===== src/rtl/core/rim_pkg.sv =====
package rim_pkg;

   localparam int unsigned DEF_MAX_AXIS_LEN = 256;
   localparam int unsigned DEF_MAX_REPEAT   = 64;
   localparam int unsigned DEF_NUM_DIMS     = 4;
   localparam int unsigned DEF_ADDR_WIDTH   = 32;

   localparam int unsigned SIZE_W    = 13;
   localparam int unsigned AXIS_W    = 2;
   localparam int unsigned ENTRY_W   = 8;
   localparam int unsigned CNT_W     = 7;
   localparam int unsigned OFS_W     = 15;
   localparam int unsigned FIELD_W   = 32;
   localparam int unsigned CSR_IDX_W = 3;
   localparam int unsigned CSR_DAT_W = 13;

   localparam logic [CSR_IDX_W-1:0] CSR_SIZE_DIM0   = 3'd0;
   localparam logic [CSR_IDX_W-1:0] CSR_SIZE_DIM1   = 3'd1;
   localparam logic [CSR_IDX_W-1:0] CSR_SIZE_DIM2   = 3'd2;
   localparam logic [CSR_IDX_W-1:0] CSR_SIZE_DIM3   = 3'd3;
   localparam logic [CSR_IDX_W-1:0] CSR_REPEAT_AXIS = 3'd4;

   localparam logic CMD_LOAD = 1'b0;
   localparam logic CMD_MAP  = 1'b1;

   typedef struct packed {
      logic [3:0][SIZE_W-1:0] size;
      logic [AXIS_W-1:0]      axis;
   } cfg_type;

   typedef struct packed {
      logic [FIELD_W-1:0] base;
      logic [FIELD_W-1:0] stride;
      logic [CNT_W-1:0]   count;
      logic [FIELD_W-1:0] source;
      logic               err;
   } map_job_type;

endpackage


===== src/rtl/core/rim_if.sv =====


interface rim_rsp_if;
   logic                         valid;
   logic                         ready;
   logic [rim_pkg::FIELD_W-1:0]  output_address;
   logic [rim_pkg::FIELD_W-1:0]  source_address;
   logic                         last_copy;
   logic                         map_error;

   modport source (output valid, output_address, source_address, last_copy, map_error,
                   input ready);
   modport sink (input valid, output_address, source_address, last_copy, map_error,
                 output ready);
endinterface


===== src/rtl/core/rim_back.sv =====
module rim_back #(
   parameter int unsigned ADDR_WIDTH = rim_pkg::DEF_ADDR_WIDTH
) (
   input  logic                 clock,
   input  logic                 reset,
   input  rim_pkg::map_job_type job,
   input  logic                 job_valid,
   output logic                 job_ready,
   rim_rsp_if.source            rsp
);
   import rim_pkg::*;

   localparam logic [FIELD_W-1:0] ADDR_MASK = (ADDR_WIDTH >= FIELD_W) ? '1 :
                                              FIELD_W'((64'd1 << ADDR_WIDTH) - 64'd1);

   logic               active_ff;
   logic [FIELD_W-1:0] addr_ff;
   logic [FIELD_W-1:0] stride_ff;
   logic [CNT_W-1:0]   left_ff;
   logic [FIELD_W-1:0] src_ff;
   logic               err_ff;
   logic               vld_ff;
   logic [FIELD_W-1:0] oa_ff;
   logic [FIELD_W-1:0] sa_ff;
   logic               last_ff;
   logic               merr_ff;
   logic               out_free;

   assign out_free  = !vld_ff || rsp.ready;
   assign job_ready = !active_ff;

   always_ff @(posedge clock) begin
      if (reset) begin
         active_ff <= 1'b0;
         vld_ff    <= 1'b0;
      end else begin
         if (!active_ff) begin
            if (job_valid) begin
               active_ff <= 1'b1;
               addr_ff   <= job.base;
               stride_ff <= job.stride;
               left_ff   <= job.count;
               src_ff    <= job.source;
               err_ff    <= job.err;
            end
         end
         if (out_free) begin
            vld_ff <= active_ff;
            if (active_ff) begin
               oa_ff     <= addr_ff;
               sa_ff     <= src_ff;
               last_ff   <= left_ff == CNT_W'(1);
               merr_ff   <= err_ff;
               addr_ff   <= (addr_ff + stride_ff) & ADDR_MASK;
               left_ff   <= left_ff - 1'b1;
               if (left_ff == CNT_W'(1)) begin
                  active_ff <= 1'b0;
               end
            end
         end
      end
   end

   assign rsp.valid          = vld_ff;
   assign rsp.output_address = oa_ff;
   assign rsp.source_address = sa_ff;
   assign rsp.last_copy      = last_ff;
   assign rsp.map_error      = merr_ff;
endmodule


===== src/flat_wrapper.sv =====
// flat-port wrapper written by rule: the top's interface ports become plain ports
module rim_back_flat import rim_pkg::*;
#(
   parameter int unsigned ADDR_WIDTH = rim_pkg::DEF_ADDR_WIDTH
)
  (clock, reset, job, job_valid, job_ready, rsp_valid, rsp_output_address, rsp_source_address, rsp_last_copy, rsp_map_error, rsp_ready);
  rim_rsp_if rsp_i ();
  input  logic clock;
  input  logic reset;
  input  rim_pkg::map_job_type job;
  input  logic job_valid;
  output logic job_ready;
  output wire logic [$bits(rsp_i.valid)-1:0] rsp_valid;
  output wire logic [$bits(rsp_i.output_address)-1:0] rsp_output_address;
  output wire logic [$bits(rsp_i.source_address)-1:0] rsp_source_address;
  output wire logic [$bits(rsp_i.last_copy)-1:0] rsp_last_copy;
  output wire logic [$bits(rsp_i.map_error)-1:0] rsp_map_error;
  input wire logic [$bits(rsp_i.ready)-1:0] rsp_ready;
  assign rsp_valid = rsp_i.valid;
  assign rsp_output_address = rsp_i.output_address;
  assign rsp_source_address = rsp_i.source_address;
  assign rsp_last_copy = rsp_i.last_copy;
  assign rsp_map_error = rsp_i.map_error;
  assign rsp_i.ready = rsp_ready;
  rim_back #(.ADDR_WIDTH(ADDR_WIDTH)) u_core (.clock(clock), .reset(reset), .job(job), .job_valid(job_valid), .job_ready(job_ready), .rsp(rsp_i));
endmodule

===== config.mk =====
export PLATFORM = sky130hd
export DESIGN_NAME = rim_back_flat
export DESIGN_NICKNAME = d
export VERILOG_FILES = /design/src/rtl/core/rim_pkg.sv /design/src/rtl/core/rim_if.sv /design/src/rtl/core/rim_back.sv /design/src/flat_wrapper.sv
export SDC_FILE = /design/constraint.sdc
export NUM_CORES = 1
export LEC_CHECK = 0
export BUFFER_PORTS_ARGS = -buffer_cell sky130_fd_sc_hd__buf_4
export CORE_MARGIN = 2
export CORE_UTILIZATION = 50
export CTS_CLUSTER_SIZE = 24
export DETAILED_ROUTE_END_ITERATION = 6
export PLACE_DENSITY = 0.74
export SLEW_MARGIN = 20
export SYNTH_ARGS = -nofsm -noshare
export SYNTH_HDL_FRONTEND = slang
export SYNTH_SLANG_ARGS = --single-unit

===== constraint.sdc =====
create_clock -name clock -period 11.7 [get_ports clock]
set_clock_uncertainty 0.2 [all_clocks]
set_input_delay 2.34 -clock clock [delete_from_list [all_inputs] [get_ports clock]]
set_output_delay 2.34 -clock clock [all_outputs]
set_load 0.05 [all_outputs]

==> run metrics <==
outcome=finished, final reports clean; Max-Cap Viols=0; total CTS buffers=17; first-pass GRT wire length=27,000 um; synthesized cell area=0.007745 sq mm; WL per Instance=17.99 um; largest net degree at the start of global routing=56; Tmin final=4.631 ns; Tightest Pin Transition=1.082 ns; Net Count, Synth=738; f_max=215.9 MHz; cell row count=45; Worst Path Required=11.59 ns; Total GRT Usage=0.2140; worst skew pair latency=0.43 ns; YS warnings=0; post-synthesis sequential area ratio=0.6643; Hold Path Class=reg2reg; final hold slack=0.2184 ns; area delta synth->final=28.00%; Total Negative Setup Slacks=0 ns; layout cells sized above 1=0.2922; fin. max-slew vios=0; die height=128.5 um; Remaining Overflow, GRT=0; WL final=17,550 um; Initial Util=0.5114; relative slew slack=0.2761; CP Launch Type=primary input; CTS tree=done; Leak Pwr=3.953 nW; Hold Fails Final Rpt=0; FFs w/ async S/R, synth=0; via count=5,522; Clock Pin Slew Worst Setup and Hold Paths=0.06 ns; register bit total from synthesis=172; Sink Count=172; Root Driver=clkbuf_16; cell area after layout=0.009913 sq mm; Initial DRC Count=343; vias per inst=5.664; Crit path arrival time=4.52 ns; Max VDD drop=0.1277 mV; crit share post-route=0.3958; Syn Inst Count=596; # DRC=0; post-synth cell types=63; RePlAce Congestion=0.8663; top-level I/O count=176; Resize count post-CTS=0; Setup WS post-layout=7.069 ns; CTS Hold Bufs=0; syn_area_per_cell=12.99 sq um; dpl cell area=0.009269 sq mm; EDFF count, synth=170; H-tree levels=4; # diodes=0; Total Power=1.626 mW; Nets=917; final setup violation count=0; total core area=0.01515 sq mm; most common cell after layout, fill and taps aside=buf_4; Clock Path Buffers=2; Synth Flop Type=edfxtp_1; setup bufs post-CTS=0; most frequent cells in the layout=179 x buf_4, 170 x edfxtp_1, 87 x nand2_1; most used cell, CP=buf_4; Port Buffers=175; vias in the first global route=5,333; Crit Path Category=in2reg; DPL Wire Length=12,080 um; DRT antenna net count=0; Critical Path, Cell by Cell=buf_4 > nand2b_1 > nand2_2 > nor2_4 > buf_16 > buf_4; die area=0.01650 sq mm; slowest CP cell=nor2_4; RSZ-0062 raised after global routing=false; antenna violations before repair=0; pre-CTS setup slack=6.302 ns; Crit Path Max Fanout=55; Pwr Density=164.0 mW/mm^2; Die Wd=128.5 um; kind of end point of the critical path=flop; drt pass-1 iters=7; crit-path max cell delay=0.68 ns
==> Yosys cell counts (all sizes together) (4+ instances only) <==
cell type  count  area, sq um
o211ai         4        30.03
nand3          7        40.04
edfxtp       170         5105
a21o          18        136.4
o21a           6        45.04
nor2          44        165.2
nand2         89        336.6
a21oi         45        229.0
o31ai          6        45.04
a31oi         15        100.1
nor3          13        75.07
clkbuf        16        60.06
a211oi         7        52.55
xnor2         13        113.9
o21ai         19        98.85
o21bai         4        30.03
ha            33        412.9
inv            9        33.78
and3          13        86.33
buf            4        22.52
nand2b         6        37.54
xor2           5        43.79
==> per-layer routing <==
metal	vias to the layer above	GRT usage	share of wire
li1	2619	-	-
met1	2644	0.2786	0.43
met2	233	0.3514	0.48
met3	26	0.05031	0.072
met4	0	0.08209	0.018
met5	-	0	0
==> final cells by class <==
cell class,instances,area (sq um)
fill,1110,5233
sequential,172,5145
multi-input combinational,395,2511
timing repair buffer,180,1371
clock buffer,17,425.4
tap,188,235.2
clock inverter,14,191.4
inverter,9,33.78
==> report_power, final <==
group	internal (mW)	switching [mW]
Sequential	0.728	0.0226
Clock	0.341	0.241
Combinational	0.119	0.174
==> kinds of logic after synthesis <==
group / share of synthesized area
AO/OA/AOI/OAI: 0.1257
XOR/XNOR: 0.02036
adder cells (fa/ha/maj): 0.05590
buffers and inverters: 0.01502
flip-flops: 0.6643
multiplexers: 0.003877
AND/OR/NAND/NOR: 0.1149
==> worst max-delay path, delay by kind of cell <==
family	cells	cell delay (ns)
buf+inv	3	0.71
simple gates	3	1.44
==> state kept, by name (all words and copies together) (netlist names), named ones only <==
name,flops
u_core.stride_ff,32
u_core.rsp.last_copy,1
u_core.left_ff,6
u_core.rsp.map_error,1
u_core.rsp.output_address,32
u_core.err_ff,1
u_core.rsp.valid,1
u_core.active_ff,1
u_core.rsp.source_address,32
u_core.addr_ff,32
u_core.src_ff,32
==> metrics by stage <==
stage,util,instances
final,0.6545,975
after global routing,0.6545,975
after CTS,0.6527,974
after detailed placement,0.6120,943
after global placement,0.6118,943
after floorplan,-,596
==> path summary, 6_finish.rpt <==
check             cells after the start               from                       endpoint  slack (ns)
hold / removal                        0  u_core.src_ff[27]  u_core.rsp.source_address[27]        0.22
hold reg to reg                       0  u_core.src_ff[27]  u_core.rsp.source_address[27]        0.22
setup / recovery                      6          rsp_ready  u_core.rsp.source_address[29]        7.07
setup reg to reg                     10  u_core.addr_ff[0]             u_core.addr_ff[24]        8.24
No activity file was read; power rests on OpenSTA's default activity.
