$ cat config.mk
export PLATFORM = sky130hd
export DESIGN_NAME = rim_fifo
export DESIGN_NICKNAME = d
export VERILOG_FILES = /design/src/rtl/core/rim_pkg.sv /design/src/rtl/core/rim_fifo.sv
export SDC_FILE = /design/constraint.sdc
export NUM_CORES = 1
export LEC_CHECK = 0
export ABC_CLOCK_PERIOD_IN_PS = 3550
export BUFFER_PORTS_ARGS = -buffer_cell sky130_fd_sc_hd__clkbuf_2
export CORE_ASPECT_RATIO = 0.75
export CORE_MARGIN = 1.5
export CORE_UTILIZATION = 47
export DETAILED_ROUTE_END_ITERATION = 10
export PLACE_DENSITY = 0.74
export SKIP_CTS_REPAIR_TIMING = 1
export SYNTH_ARGS = -nofsm -noshare
export SYNTH_HDL_FRONTEND = slang
export SYNTH_SLANG_ARGS = --single-unit
$ cat constraint.sdc
create_clock -name clock -period 3.55 [get_ports clock]
set_clock_uncertainty 0.1 [all_clocks]
set_input_delay 0.355 -clock clock [delete_from_list [all_inputs] [get_ports clock]]
set_output_delay 0.355 -clock clock [all_outputs]
set_load 0.01 [all_outputs]
$ cat src/rtl/core/rim_pkg.sv
package rim_pkg;

   localparam int unsigned DEF_MAX_AXIS_LEN = 256;
   localparam int unsigned DEF_MAX_REPEAT   = 64;
   localparam int unsigned DEF_NUM_DIMS     = 4;
   localparam int unsigned DEF_ADDR_WIDTH   = 32;

   localparam int unsigned SIZE_W    = 13;
   localparam int unsigned AXIS_W    = 2;
   localparam int unsigned ENTRY_W   = 8;
   localparam int unsigned CNT_W     = 7;
   localparam int unsigned OFS_W     = 15;
   localparam int unsigned FIELD_W   = 32;
   localparam int unsigned CSR_IDX_W = 3;
   localparam int unsigned CSR_DAT_W = 13;

   localparam logic [CSR_IDX_W-1:0] CSR_SIZE_DIM0   = 3'd0;
   localparam logic [CSR_IDX_W-1:0] CSR_SIZE_DIM1   = 3'd1;
   localparam logic [CSR_IDX_W-1:0] CSR_SIZE_DIM2   = 3'd2;
   localparam logic [CSR_IDX_W-1:0] CSR_SIZE_DIM3   = 3'd3;
   localparam logic [CSR_IDX_W-1:0] CSR_REPEAT_AXIS = 3'd4;

   localparam logic CMD_LOAD = 1'b0;
   localparam logic CMD_MAP  = 1'b1;

   typedef struct packed {
      logic [3:0][SIZE_W-1:0] size;
      logic [AXIS_W-1:0]      axis;
   } cfg_type;

   typedef struct packed {
      logic [FIELD_W-1:0] base;
      logic [FIELD_W-1:0] stride;
      logic [CNT_W-1:0]   count;
      logic [FIELD_W-1:0] source;
      logic               err;
   } map_job_type;

endpackage

$ cat src/rtl/core/rim_fifo.sv
module rim_fifo #(
   parameter int unsigned DEPTH = 2
) (
   input  logic                 clock,
   input  logic                 reset,
   input  rim_pkg::map_job_type wr_data,
   input  logic                 wr_valid,
   output logic                 wr_ready,
   output rim_pkg::map_job_type rd_data,
   output logic                 rd_valid,
   input  logic                 rd_ready
);
   import rim_pkg::*;

   localparam int unsigned PW = (DEPTH > 1) ? $clog2(DEPTH) : 1;
   localparam int unsigned CW = $clog2(DEPTH + 1);

   map_job_type     slot_ff [DEPTH];
   logic [PW-1:0]   wp_ff;
   logic [PW-1:0]   rp_ff;
   logic [CW-1:0]   fill_ff;
   logic            do_wr;
   logic            do_rd;

   assign wr_ready = fill_ff != CW'(DEPTH);
   assign rd_valid = fill_ff != '0;
   assign rd_data  = slot_ff[rp_ff];
   assign do_wr    = wr_valid && wr_ready;
   assign do_rd    = rd_valid && rd_ready;

   always_ff @(posedge clock) begin
      if (do_wr) begin
         slot_ff[wp_ff] <= wr_data;
      end
   end

   always_ff @(posedge clock) begin
      if (reset) begin
         wp_ff   <= '0;
         rp_ff   <= '0;
         fill_ff <= '0;
      end else begin
         if (do_wr) begin
            wp_ff <= (32'(wp_ff) == DEPTH - 1) ? '0 : PW'(wp_ff + 1'b1);
         end
         if (do_rd) begin
            rp_ff <= (32'(rp_ff) == DEPTH - 1) ? '0 : PW'(rp_ff + 1'b1);
         end
         fill_ff <= CW'(fill_ff + CW'(do_wr) - CW'(do_rd));
      end
   end
endmodule

==> results of run 1 <==
[flip-flops by register name (all words and copies together) (netlist names), named ones only]
name	count
slot_ff	208
fill_ff	2
rp_ff	1
wp_ff	1
[how the worst min path moves through the flow]
stage	cells past startpoint	from	endpoint
floorplan	1	reset	wp_ff
global placement	2	rp_ff	rp_ff
detailed placement	2	rp_ff	register
CTS	1	wr_data[47]	slot_ff[0][47]
global route	2	reset	register
finish	2	reset	register
[per-layer routing]
metal | global-route usage (%) | wire length (um) | up-vias
met5 | 0 | 0 | -
met4 | 3.62 | 229 | 0
met3 | 5.98 | 1190 | 18
met2 | 23.8 | 7340 | 185
met1 | 20.6 | 6920 | 2122
li1 | - | - | 2072
[stage by stage]
step | std cells | hold slack (ns) | util, % | cell area [um2]
6_report | 914 | 0.0202 | 65.5 | 11000
5_1_grt | 914 | 0.0240 | 65.5 | 11000
4_1_cts | 810 | -0.0581 | 59.3 | 9950
3_5_place_dp | 773 | 0.387 | 55.5 | 9310
3_3_place_gp | 773 | 0.384 | 55.5 | 9310
2_1_floorplan | 353 | 0.324 | - | 8020
[placed cells by master (no fill, tap or decap), types with 2 or more instances in the layout]
master / count
sky130_fd_sc_hd__buf_12: 3
sky130_fd_sc_hd__clkbuf_1: 4
sky130_fd_sc_hd__clkbuf_16: 21
sky130_fd_sc_hd__clkbuf_2: 213
sky130_fd_sc_hd__clkinv_1: 5
sky130_fd_sc_hd__clkinv_2: 3
sky130_fd_sc_hd__dfxtp_1: 4
sky130_fd_sc_hd__dlygate4sd3_1: 104
sky130_fd_sc_hd__edfxtp_1: 208
sky130_fd_sc_hd__mux2_2: 44
sky130_fd_sc_hd__mux2_4: 60
sky130_fd_sc_hd__nor2_1: 5
sky130_fd_sc_hd__nor2b_1: 2
sky130_fd_sc_hd__o21ai_0: 2
[final cells by class]
cell class,count,area (um2)
clock buffers,26,554
clock inverters,11,80.1
fillers,1143,5790
inverters,1,6.26
multi-input cells,127,1560
flip-flops and latches,213,6350
well taps,215,269
repair buffers,321,2170
[power by group through the flow]
stage / logic (mW) / registers (mW) / clock network (mW)
after floorplan: 0.992 / 3.18 / 0
after global placement: 1.39 / 3.22 / 0
after detailed placement: 1.41 / 3.24 / 0
after CTS: 1.42 / 3.18 / 2.08
after global routing: 1.60 / 3.21 / 2.18
final: 1.50 / 3.18 / 2.03
[kinds of logic after synthesis]
logic type | Yosys count
muxes | 105
AOI/OAI and AO/OA | 7
adders and majority gates | 1
and+or+nand+nor | 13
buffers and inverters | 13
DFF | 213
xor gates and xnor gates | 1
==> metrics list, run 1 <==
- The run finished with clean final reports.
- The critical path ends at rd_data[71].
- After Yosys synthesis, and, or, nand and nor cells account for 0.874% of the synthesized area.
* Setup TNS: 0 ns
- Dominant cell by count in the synthesized netlist: sky130_fd_sc_hd__edfxtp_1
- Main synth FF type: sky130_fd_sc_hd__edfxtp_1
- Synthesized area: ~8000 um2
* Post-DR vias/cell: 4.81
- RSZ-0062 raised after global routing: no
- In this run switching power makes up roughly a quarter of total power.
* Dominant cells by area after synthesis: sky130_fd_sc_hd__edfxtp_1 (78%), sky130_fd_sc_hd__mux2_4 (11%), sky130_fd_sc_hd__mux2_2 (6.2%), sky130_fd_sc_hd__dfxtp_1 (1.2%), sky130_fd_sc_hd__buf_6 (0.98%)
* Number of sinks driven by the clock tree: approximately 210
* Register clock-pin slew on the reported worst setup and hold paths: 0.06 ns
- Max-capacitance violation count: 0
- CP max stage delay: 0.70 ns
* Number of global-route vias before repair: 3989
* Maximum number of buffers from clock root to sink: 3
- Number of buffers created by CTS: 21
- Entering global routing, the biggest net connects 61 pins.
* CP Data Required Time: between 3 and 4 ns
- Clock latency on the worst-skew pair: 0.48 ns
* Number of cells produced by synthesis: 353
- Final net count: 794
- The number of endpoints with negative hold slack in the final report was 0.
- Post-synthesis async set-or-reset flop share: 0%
- Number of port buffers: 213
* Crit path depth: 3
* Post-synth top cells: sky130_fd_sc_hd__edfxtp_1 (208), sky130_fd_sc_hd__mux2_4 (60), sky130_fd_sc_hd__mux2_2 (44)
- Number of setup violations in the final report: 0
- Across all layers, the routed design uses 4397 vias.
- around 210 I/O pins were placed.
* Crit-path max FO: 40
- Root buffer cell: sky130_fd_sc_hd__clkbuf_16
- The portion of synthesized area spent on multiplexers is 17.6%.
- In this design, the largest share of critical-path delay is due to flip-flops.
- Cells with a size suffix above 1 make up around half of the layout.
- Clock power frac: 30.2%
- Number of synthesized register bits: 213
* Wire length after detailed routing: 15700 um
- The first global-routing pass estimated 21000 um of wire.
- Dominant combinational cell family by area after synthesis: multiplexers
- DIE WIDTH: 154 um
* Complex-gate fraction of the synthesized area: 0.640%
* Syn_nets: roughly 460
- Total Die Area: 17900 um2
- Initial DRC Count: 224
- The worst-case IR drop observed on VDD is 442 uV.
- GPL Wtd Cong: 0.756
- The worst path meets setup with 0.884 ns of slack.
- Drt drc: 0
- Launching point of the worst reg2reg path: fill_ff[0]
- Sort of element at the start of the critical path: register
- For the pin with the worst max-slew slack, the measured transition is around 0.68 ns.
- Power per unit of standard cell area: 610 nW/um2
- For this run, the detailed router's first-pass iteration total came to 4.
- Classification of the worst setup path: reg -> out
- Number of cell instances on the worst register-to-register path: 3
* # diodes: 0
- The final-report max-slew violation count is 0.
- Sequential share of power: 47.4%
- Adder-cell area share of the yosys netlist: 0.156%
* Setup Slack @ Placement: 1.36 ns
- Based on the critical path, the design can be clocked at up to 0.375 GHz.
- Period utilisation layout: 75.1%
- Traced cell by cell, the critical path runs through buf_4 -> mux2_4 -> clkbuf_2.
- Worst min-delay path class: in -> reg
* CTS H-Tree Depth: 1
* Proportion of netlist area held by the largest area contributor: 77.9%
* Total routing usage reported by global routing: between 10% and 20%
- In this run the remaining antenna-violating nets after routing total 0.
* Area of the core: 16800 um2
* Crit path capture type: output pin
- The number of antenna violations at the first check in global routing was 0.
* Fin crit period: 2.67 ns
* Internal Pwr Total: 5.03 mW
- Counting flops with a built-in enable in the synthesized netlist gives 208.
- Proportion of power drawn by combinational gates: 22.3%
- The analysis attributes to cell leakage a power of 4.31 nW.
- Total Power: 6.71 mW
- For this design the total switching power over the nets is ~1.7 mW.
* Library cells used by synthesis: 25
* Xor/xnor share of the synthesized area: 0.109%
- The largest individual stage delay along the critical path comes from the cell sky130_fd_sc_hd__dfxtp_4.
- Counting both buffers and inverters, the worst setup path holds a total of 2.
* Global route total overflow: 0
- In this run the critical register-to-register path is captured at slot_ff[1][76].
- The area growth from synthesis to layout is 37.1%.
* FP Rows: just over 40
- Initial core utilization: 47.8%
- The floorplan step set the die height to 116 um.
* Sequential element share of the synthesized area: 79.2%
- TritonCTS built the clock tree.
- Synth Area per Inst: 22.7 um2
* Total of warnings raised by yosys: 0
* Half-perimeter wire length after detailed placement: 9440 um
- For the worst setup path, the data arrival time is 2.21 ns.
- The synthesized design spends more area on one cell type than any other, namely sky130_fd_sc_hd__edfxtp_1.
- Per-cell routed wire length: about 17 um
- Relative slew slack: 54.9%
- The setup check on the worst reg-to-reg path leaves a slack of 1.37 ns.
Power figures use the tool's default switching activity.
==> run 2, diff against run 1 <==
--- a/config.mk
+++ b/config.mk
@@ -5,13 +5,14 @@
 export SDC_FILE = /design/constraint.sdc
 export NUM_CORES = 1
 export LEC_CHECK = 0
-export ABC_CLOCK_PERIOD_IN_PS = 3550
+export ABC_AREA = 1
+export ABC_CLOCK_PERIOD_IN_PS = 2600
 export BUFFER_PORTS_ARGS = -buffer_cell sky130_fd_sc_hd__clkbuf_2
 export CORE_ASPECT_RATIO = 0.75
 export CORE_MARGIN = 1.5
 export CORE_UTILIZATION = 47
 export DETAILED_ROUTE_END_ITERATION = 10
-export PLACE_DENSITY = 0.74
+export PLACE_DENSITY = 0.72
 export SKIP_CTS_REPAIR_TIMING = 1
 export SYNTH_ARGS = -nofsm -noshare
 export SYNTH_HDL_FRONTEND = slang
==> constraint.sdc (replaced) <==
create_clock -name clock -period 2.6 [get_ports clock]
set_clock_uncertainty 0.1 [all_clocks]
set_input_delay 0.26 -clock clock [delete_from_list [all_inputs] [get_ports clock]]
set_output_delay 0.26 -clock clock [all_outputs]
set_load 0.01 [all_outputs]
==> run 2 against run 1 <==
- first-iteration DRC count shrank 4.9%
- worst hold slack better by 0.00085 ns
- power rose by 44%
- core utilization up 0.13 points
- register-to-register slack worse by 0.49 ns
- via count is 0.75% lower
- synthesized cell count up 2.0%
- largest cell class unchanged
- critical path type unchanged
- combinational power is 67% higher
- sequential power is 43% higher
- synthesized area is 0.28% lower
==> metrics list, run 2 <==
- Fin cells: 921 (+0.77%)
* Number of port buffers: 213 (unchanged)
- Library cells used by synthesis: 15 (-40%)
- Leaving out fill and tap cells, the most frequent cell in the layout is sky130_fd_sc_hd__clkbuf_2.
- The final layout net count is 804 (+1.3%).
- The fraction of final layout cells sized beyond drive strength 1 was 50.6% (-0.077 points).
- Wire length after detailed routing: 15200 um (-3.3%)
* ANT nets after route: 0 (unchanged)
- Dominant cells by area after synthesis: sky130_fd_sc_hd__edfxtp_1 (78%), sky130_fd_sc_hd__mux2_4 (11%), sky130_fd_sc_hd__mux2_2 (6.2%), sky130_fd_sc_hd__dfxtp_1 (1.3%), sky130_fd_sc_hd__buf_6 (0.99%)
* Total of warnings raised by yosys: 0 (unchanged)
- Met2 GRT Util: 24.2% (+0.39 points)
* Count of vias placed by the detailed router: 4364 (-0.75%)
* Worst min-delay path class: in -> reg
- Post-synthesis async set-or-reset flop share: 0% (unchanged)
- Leaving out fill and tap cells, the most frequent cells in the layout are sky130_fd_sc_hd__clkbuf_2 (213), sky130_fd_sc_hd__edfxtp_1 (208), sky130_fd_sc_hd__dlygate4sd3_1 (105).
- Area grow syn2layout: 37.4%
- Crit-path max FO: 43 (+7.5%)
* Initial DRC Count: 213 (-4.9%)
- Max-slew violation total from the final report: 0 (unchanged)
- The number of CTS-inserted buffers was 21 (unchanged).
* Total area of multi-input combinational cells: 1530 um2 (-1.5%)
- The number of vias per cell after detailed routing was 4.74 (-1.5%).
- I/O pin count: 214 (unchanged)
- By count the netlist is led by sky130_fd_sc_hd__edfxtp_1 (208), sky130_fd_sc_hd__mux2_4 (60), sky130_fd_sc_hd__mux2_2 (44).
- Root buffer cell: sky130_fd_sc_hd__clkbuf_16
- met2 is the most crowded layer.
- Worst path arrival time: 1.95 ns (-0.26 ns)
* Synth area leader: sky130_fd_sc_hd__edfxtp_1
* Register with the most flip-flops: slot_ff
- Top flop regs: slot_ff (208), fill_ff (2)
- The number of instances in the synthesized netlist is 360 (+2.0%).
- The number of setup violations in the final report was 0 (unchanged).
* Relative slew slack: 67.2% (+12 points)
* Register clock-pin slew on the reported worst setup and hold paths: 0.06 ns (about the same)
- The routability congestion estimate from global placement is 0.776 (+2.6%).
- Maximum number of pins on one net before global-route repair: 82 (+34%)
- The met1 usage in global routing came to 20.2% (-0.43 points).
* Number of failing hold endpoints at the final stage: 0 (unchanged)
- The sequential cell area is 6350 um2 (about the same).
* Total routing usage reported by global routing: 15.1% (-0.27 points)
- The critical path is of the reg -> out type.
- The transition time of the tightest slew-check pin was 0.492 ns (-0.184 ns).
* Dominant cell by count in the synthesized netlist: sky130_fd_sc_hd__edfxtp_1
* Clock latency on the worst-skew pair: 0.48 ns (about the same)
- Synth Area per Inst: 22.2 um2 (-2.2%)
* Proportion of netlist area held by the largest area contributor: 78.2% (+0.22 points)
- The highest ir drop seen on vdd came to 545 uV (+23%).
* Max-capacitance violation count: 0 (unchanged)
- Setup repair after global routing left no endpoint under its margin.
* Crit path capture type: output pin
* Leakage power summed over all cells: 4.32 nW (+0.33%)
- Max FFs per register: 208 (unchanged)
- CTS tree: built
- The post-synthesis register bit count was 213 (unchanged).
- Power per unit of standard cell area: 880 nW/um2 (+44%)
- Half-perimeter wire length after detailed placement: 9180 um (-2.7%)
- The overflow left after global routing is 0 (unchanged).
- The number of sinks driven by the clock tree was 213 (unchanged).
* Fin crit period: 2.31 ns
- The deepest level of the CTS H-tree came to 1 (unchanged).
- Post-synth EDFFs: 208 (unchanged)
- The floorplan row count is 41 (unchanged).
* Maximum number of buffers from clock root to sink: 3 (unchanged)
- The detailed-routing iteration count for the pre-antenna-repair pass was 4 (unchanged).
- Main synth FF type: sky130_fd_sc_hd__edfxtp_1
* Synthesized area: 7990 um2 (-0.28%)
- The initial core utilization came to 47.8% (about the same).
* # diodes: 0 (unchanged)
- The required time of the worst setup path is 2.24 ns (-0.85 ns).
- The flow ran to the end, and the final reports show no timing, DRC or antenna violations.
- The total of fill cells in the finished design was 1138 (-0.44%).
- Global routing usage on met3: 4.79% (-1.2 points)
- Sequential element share of the synthesized area: 79.4% (+0.22 points)
- The number of antenna violations at the first check in global routing was 0 (unchanged).
* Syn_nets: 469 (+1.5%)
- Timing would allow up to 0.433 GHz.
* Vertical die dimension: 116 um (-0.14%)
- The detail-routed net length per standard cell is 16.5 um (-4.0%).
- Sort of element at the start of the critical path: register
* Wire length of the first global-routing pass: 20800 um (-0.92%)
- Total Die Area: 17800 um2 (-0.28%)
- DIE WIDTH: 154 um (-0.14%)
- Area of the core: 16700 um2 (-0.31%)
- The instance count after placement with tap cells included is 782 (+1.2%).
- Core occupancy in the finished layout: 65.6% (+0.13 points)
- Number of global-route vias before repair: 3991 (+0.050%)
- Period utilisation layout: 88.9%
- The remaining design rule violation count is 0 (unchanged).
[run 2: cell count changes after synthesis, sizes merged, moves of 2 or more]
cell   delta
inv       +7
nand2     +8
o21ai     -2
nor2      +4
a21bo     -2
nor2b     -2
[run 2: report_power, final]
part	leakage (nW)	internal, mW	switching (mW)
Clock	0.288	1.47	1.15
Combinational	2.05	1.27	1.24
Sequential	1.99	4.36	0.179
[run 2: metal layers]
| metal | share of wire [%] | vias to the layer above |
|---|---|---|
| met4 | 1.8 | 0 |
| li1 | - | 2071 |
| met5 | 0 | - |
| met1 | 43 | 2102 |
| met3 | 6.8 | 17 |
| met2 | 48 | 174 |
[run 2: metrics by stage]
stage	hold slack (ns)	setup TNS (ns)	cell area (um2)	power (mW)	worst slack [ns]
global route	0.0388	0	11000	10.1	0.194
finish	0.0211	0	11000	9.66	0.289
CTS	-0.150	0	9930	9.63	0.240
detailed placement	0.353	0	9340	7.01	0.769
floorplan	0.224	-1.26	8020	6.18	-0.0121
global placement	0.347	0	9340	6.94	0.770
[run 2: final cells by class]
class	instances	area share [%]
sequential	213	57.9
timing repair buffer	324	20.2
multi-input combinational	127	14.0
clock buffer	25	4.92
tap	215	2.45
clock inverter	9	0.399
inverter	8	0.274
[run 2: final timing paths]
path	startpoint	to	slack (ns)	cells past startpoint
max	register	rd_data[22]	0.29	3
min	wr_valid	wp_ff	0.02	3
min reg2reg	rp_ff	register	0.40	2
max reg2reg	fill_ff[1]	fill_ff[1]	0.88	10
[run 2: worst max-delay path: stages (launching register included)]
cell and delay, ns:
sky130_fd_sc_hd__dfxtp_4 0.60, sky130_fd_sc_hd__buf_12 0.32, sky130_fd_sc_hd__mux2_2 0.38, sky130_fd_sc_hd__clkbuf_2 0.13
[run 2: logic make-up (layout without fill, tap and decap cells)]
group | after synthesis | after routing | share of synthesized area (%)
fa+ha+maj | 1 | 1 | 0.157
xor+xnor | 1 | 1 | 0.110
flops | 213 | 213 | 79.4
mux | 104 | 104 | 17.5
compound gates | 2 | 2 | 0.125
simple gates | 19 | 19 | 0.924
buf+inv | 20 | 366 | 1.80
==> run 3, diff against run 2 <==
--- a/config.mk
+++ b/config.mk
@@ -8,11 +8,13 @@
 export ABC_AREA = 1
 export ABC_CLOCK_PERIOD_IN_PS = 2600
 export BUFFER_PORTS_ARGS = -buffer_cell sky130_fd_sc_hd__clkbuf_2
+export CELL_PAD_IN_SITES_DETAIL_PLACEMENT = 1
+export CELL_PAD_IN_SITES_GLOBAL_PLACEMENT = 2
 export CORE_ASPECT_RATIO = 0.75
 export CORE_MARGIN = 1.5
-export CORE_UTILIZATION = 47
+export CORE_UTILIZATION = 38
 export DETAILED_ROUTE_END_ITERATION = 10
-export PLACE_DENSITY = 0.72
+export PLACE_DENSITY = 0.78
 export SKIP_CTS_REPAIR_TIMING = 1
 export SYNTH_ARGS = -nofsm -noshare
 export SYNTH_HDL_FRONTEND = slang
==> run 3 against run 2 <==
- design area grew 2.0%
- clock-buffer cell count did not move
- via count up 2.3%
- cell count grew 8.0%
- worst setup slack lost 0.039 ns
- core utilization down 11 points
- critical path type unchanged
- fmax shrank 1.7%
- sequential share of layout area shrank 1.1 points
- critical path depth stayed put
==> metrics list, run 3 (synthesis results as in run 2) <==
- Worst Max-Slew Pin Slew: 0.659 ns (+0.168 ns)
- First-pass iteration count of the detailed router: 6 (+2)
* Max-capacitance violation count: 0 (unchanged)
- Number of global-route vias before repair: 4426 (+11%)
- Number of failing hold endpoints at the final stage: 0 (unchanged)
- The final wirelength was 17400 um (+15%).
* Worst path arrival time: 1.99 ns (+0.04 ns)
* Half-perimeter wire length after detailed placement: 10600 um (+15%)
* Worst supply voltage drop on vdd: 651 uV (+19%)
* Post-layout worst setup margin: 0.250 ns (-0.0390 ns)
- Setup repair after global routing left no endpoint under its margin.
- Power per unit of standard cell area: 909 nW/um2 (+3.3%)
* Setup TNS: 0 ns (unchanged)
* Final net count: 807 (+0.37%)
* Global route total overflow: 0 (unchanged)
- Max FFs per register: 208 (unchanged)
- The number of ports placed on the die boundary is 214 (unchanged).
- Number of buffer and inverter stages on the critical path: 2 (unchanged)
* Wire length of the first global-routing pass: 23900 um (+15%)
- The run finished with clean final reports.
- Initial DRC Count: 191 (-10%)
* Total Power: 10.2 mW (+5.3%)
- The number of sinks driven by the clock tree was 213 (unchanged).
- The worst hold margin came to 0.141 ns (+0.120 ns).
- The cell sitting at the root of the clock tree is a sky130_fd_sc_hd__clkbuf_16.
- The area of the core came to 20400 um2 (+22%).
* Leading cell types in the layout, fill and taps excluded: sky130_fd_sc_hd__clkbuf_2 (213), sky130_fd_sc_hd__edfxtp_1 (208), sky130_fd_sc_hd__dlygate4sd3_1 (106)
- Crit-path leading delay family: flip-flops
* Count of filler cells inserted in the layout: 1930 (+70%)
- Upper clock frequency limit: 0.426 GHz (-1.7%)
* ANT nets after route: 0 (unchanged)
* Most common cell after layout, fill and taps aside: sky130_fd_sc_hd__clkbuf_2
* Crit path capture type: output pin
- The pre-CTS setup slack was 0.746 ns (-0.0225 ns).
- CTS tree: built
* CP Data Required Time: 2.24 ns (about the same)
- The number of setup violations in the final report came to 0 (unchanged).
- The worst setup path is of the reg -> out kind.
- The tightest min-delay check is of the in -> reg type.
- Leakage power summed over all cells: 4.39 nW (+1.6%)
- Compared with the post-synthesis result, the final layout area differs by 40.1%.
- The number of antenna violations at the first check in global routing is 0 (unchanged).
* Maximum number of pins on one net before global-route repair: 105 (+28%)
- Sort of element at the start of the critical path: register
- Post-DR vias/cell: 4.49 (-5.3%)
* Total routing usage reported by global routing: 14.1% (-0.94 points)
- The clock-pin transition on the worst setup and hold timing paths is 0.06 ns (about the same).
- Count of vias placed by the detailed router: 4466 (+2.3%)
* GPL Wtd Cong: 0.720 (-7.2%)
* Clock power frac: 30.2% (+3.1 points)
* Fin crit period: 2.35 ns (+0.0390 ns)
- slot_ff holds more flip-flops than any other register.
- In the final layout, the registers with the most flip-flops are slot_ff (208), fill_ff (2).
- The share of total power consumed by net switching is 26.9% (+0.33 points).
- The signal on the critical path passes through buf_12 -> mux2_2 -> clkbuf_2.
- The largest individual stage delay along the critical path comes from the cell sky130_fd_sc_hd__dfxtp_4.
- The design area is 11200 um2 (+2.0%).
- Drt drc: 0 (unchanged)
- The height of the die came to 129 um (+11%).
- The core utilization of the finished layout is 54.8% (-11 points).
* Sequential share of power: 44.8% (-2.2 points)
* DIE WIDTH: 170 um (+11%)
- Area after DPL: 9430 um2 (+0.90%)
* Per-cell routed wire length: 17.5 um (+6.3%)
* Initial core utilization: 39.1% (-8.7 points)
- Number of buffers created by CTS: 23 (+9.5%)
- The non-filler instance count after layout is 995 (+8.0%).
- The maximum number of buffers from clock root to sink came to 3 (unchanged).
* Power spent charging and discharging nets: 2.74 mW (+6.7%)
- Period utilisation layout: 90.4% (+1.5 points)
- The internal power contribution is 7.44 mW (+4.9%).
* # diodes: 0 (unchanged)
* Crit-path max FO: 33 (-23%)
- Number of placed instances with taps included: 849 (+8.6%)
* FP Rows: 45 (+9.8%)
- The die area came to 21900 um2 (+23%).
- The latest clock arrival within the worst-skew pair is 0.49 ns (about the same).
- The deepest level of the CTS H-tree was 1 (unchanged).
* Relative slew slack: 56.0% (-11 points)
- The part of the power in combinational logic was 25.0% (-0.9 points).
* Layout cells sized above 1: 51.1% (+0.49 points)
- CP max stage delay: 0.66 ns (+0.06 ns)
* Number of port buffers: 213 (unchanged)
- The final-report max-slew violation count is 0 (unchanged).
-- run 3: cell count changes in the layout (fill, tap and decap cells not counted), sizes merged --
cell,change
bufinv,+2
clkinv,+4
dlygate4sd3,+1
-- run 3: tightest hold or removal path, delay by kind of cell --
kind                   cells  cell delay [ns]
AOI/OAI and AO/OA          1             0.14
buffers and inverters      2             0.14
and+or+nand+nor            2             0.15
-- run 3: final timing paths --
kind	end	cells after the start	start	slack [ns]
setup / recovery	rd_data[93]	3	register	0.25
hold / removal	fill_ff[1]	5	rd_ready	0.14
setup reg to reg	slot_ff[1][37]	4	fill_ff[1]	0.84
hold reg to reg	rp_ff	2	rp_ff	0.40
-- run 3: power groups by stage --
stage          Clock, mW  Sequential [mW]  Combinational [mW]
2_1_floorplan          0             4.53                1.64
3_3_place_gp           0             4.60                2.39
4_1_cts             3.15             4.57                2.44
3_5_place_dp           0             4.64                2.44
5_1_grt             3.29             4.61                2.74
6_report            3.07             4.56                2.54
-- run 3: per-layer routing --
metal	routed length, um	track usage (%)	share of wire [%]	vias up
met5	0	0	0	-
met4	252	2.65	1.4	0
met3	1240	5.23	7.1	23
met2	8370	22.9	48	161
met1	7550	18.4	43	2195
li1	-	-	-	2087
-- run 3: layout make-up --
cell class / count / area (um2) / share of cell area [%]
inverters: 8 / 30.0 / 0.268
multi-input cells: 127 / 1530 / 13.7
clock buffers: 25 / 583 / 5.21
flip-flops and latches: 213 / 6350 / 56.7
repair buffers: 325 / 2220 / 19.9
clock inverters: 15 / 123 / 1.10
well taps: 282 / 353 / 3.15
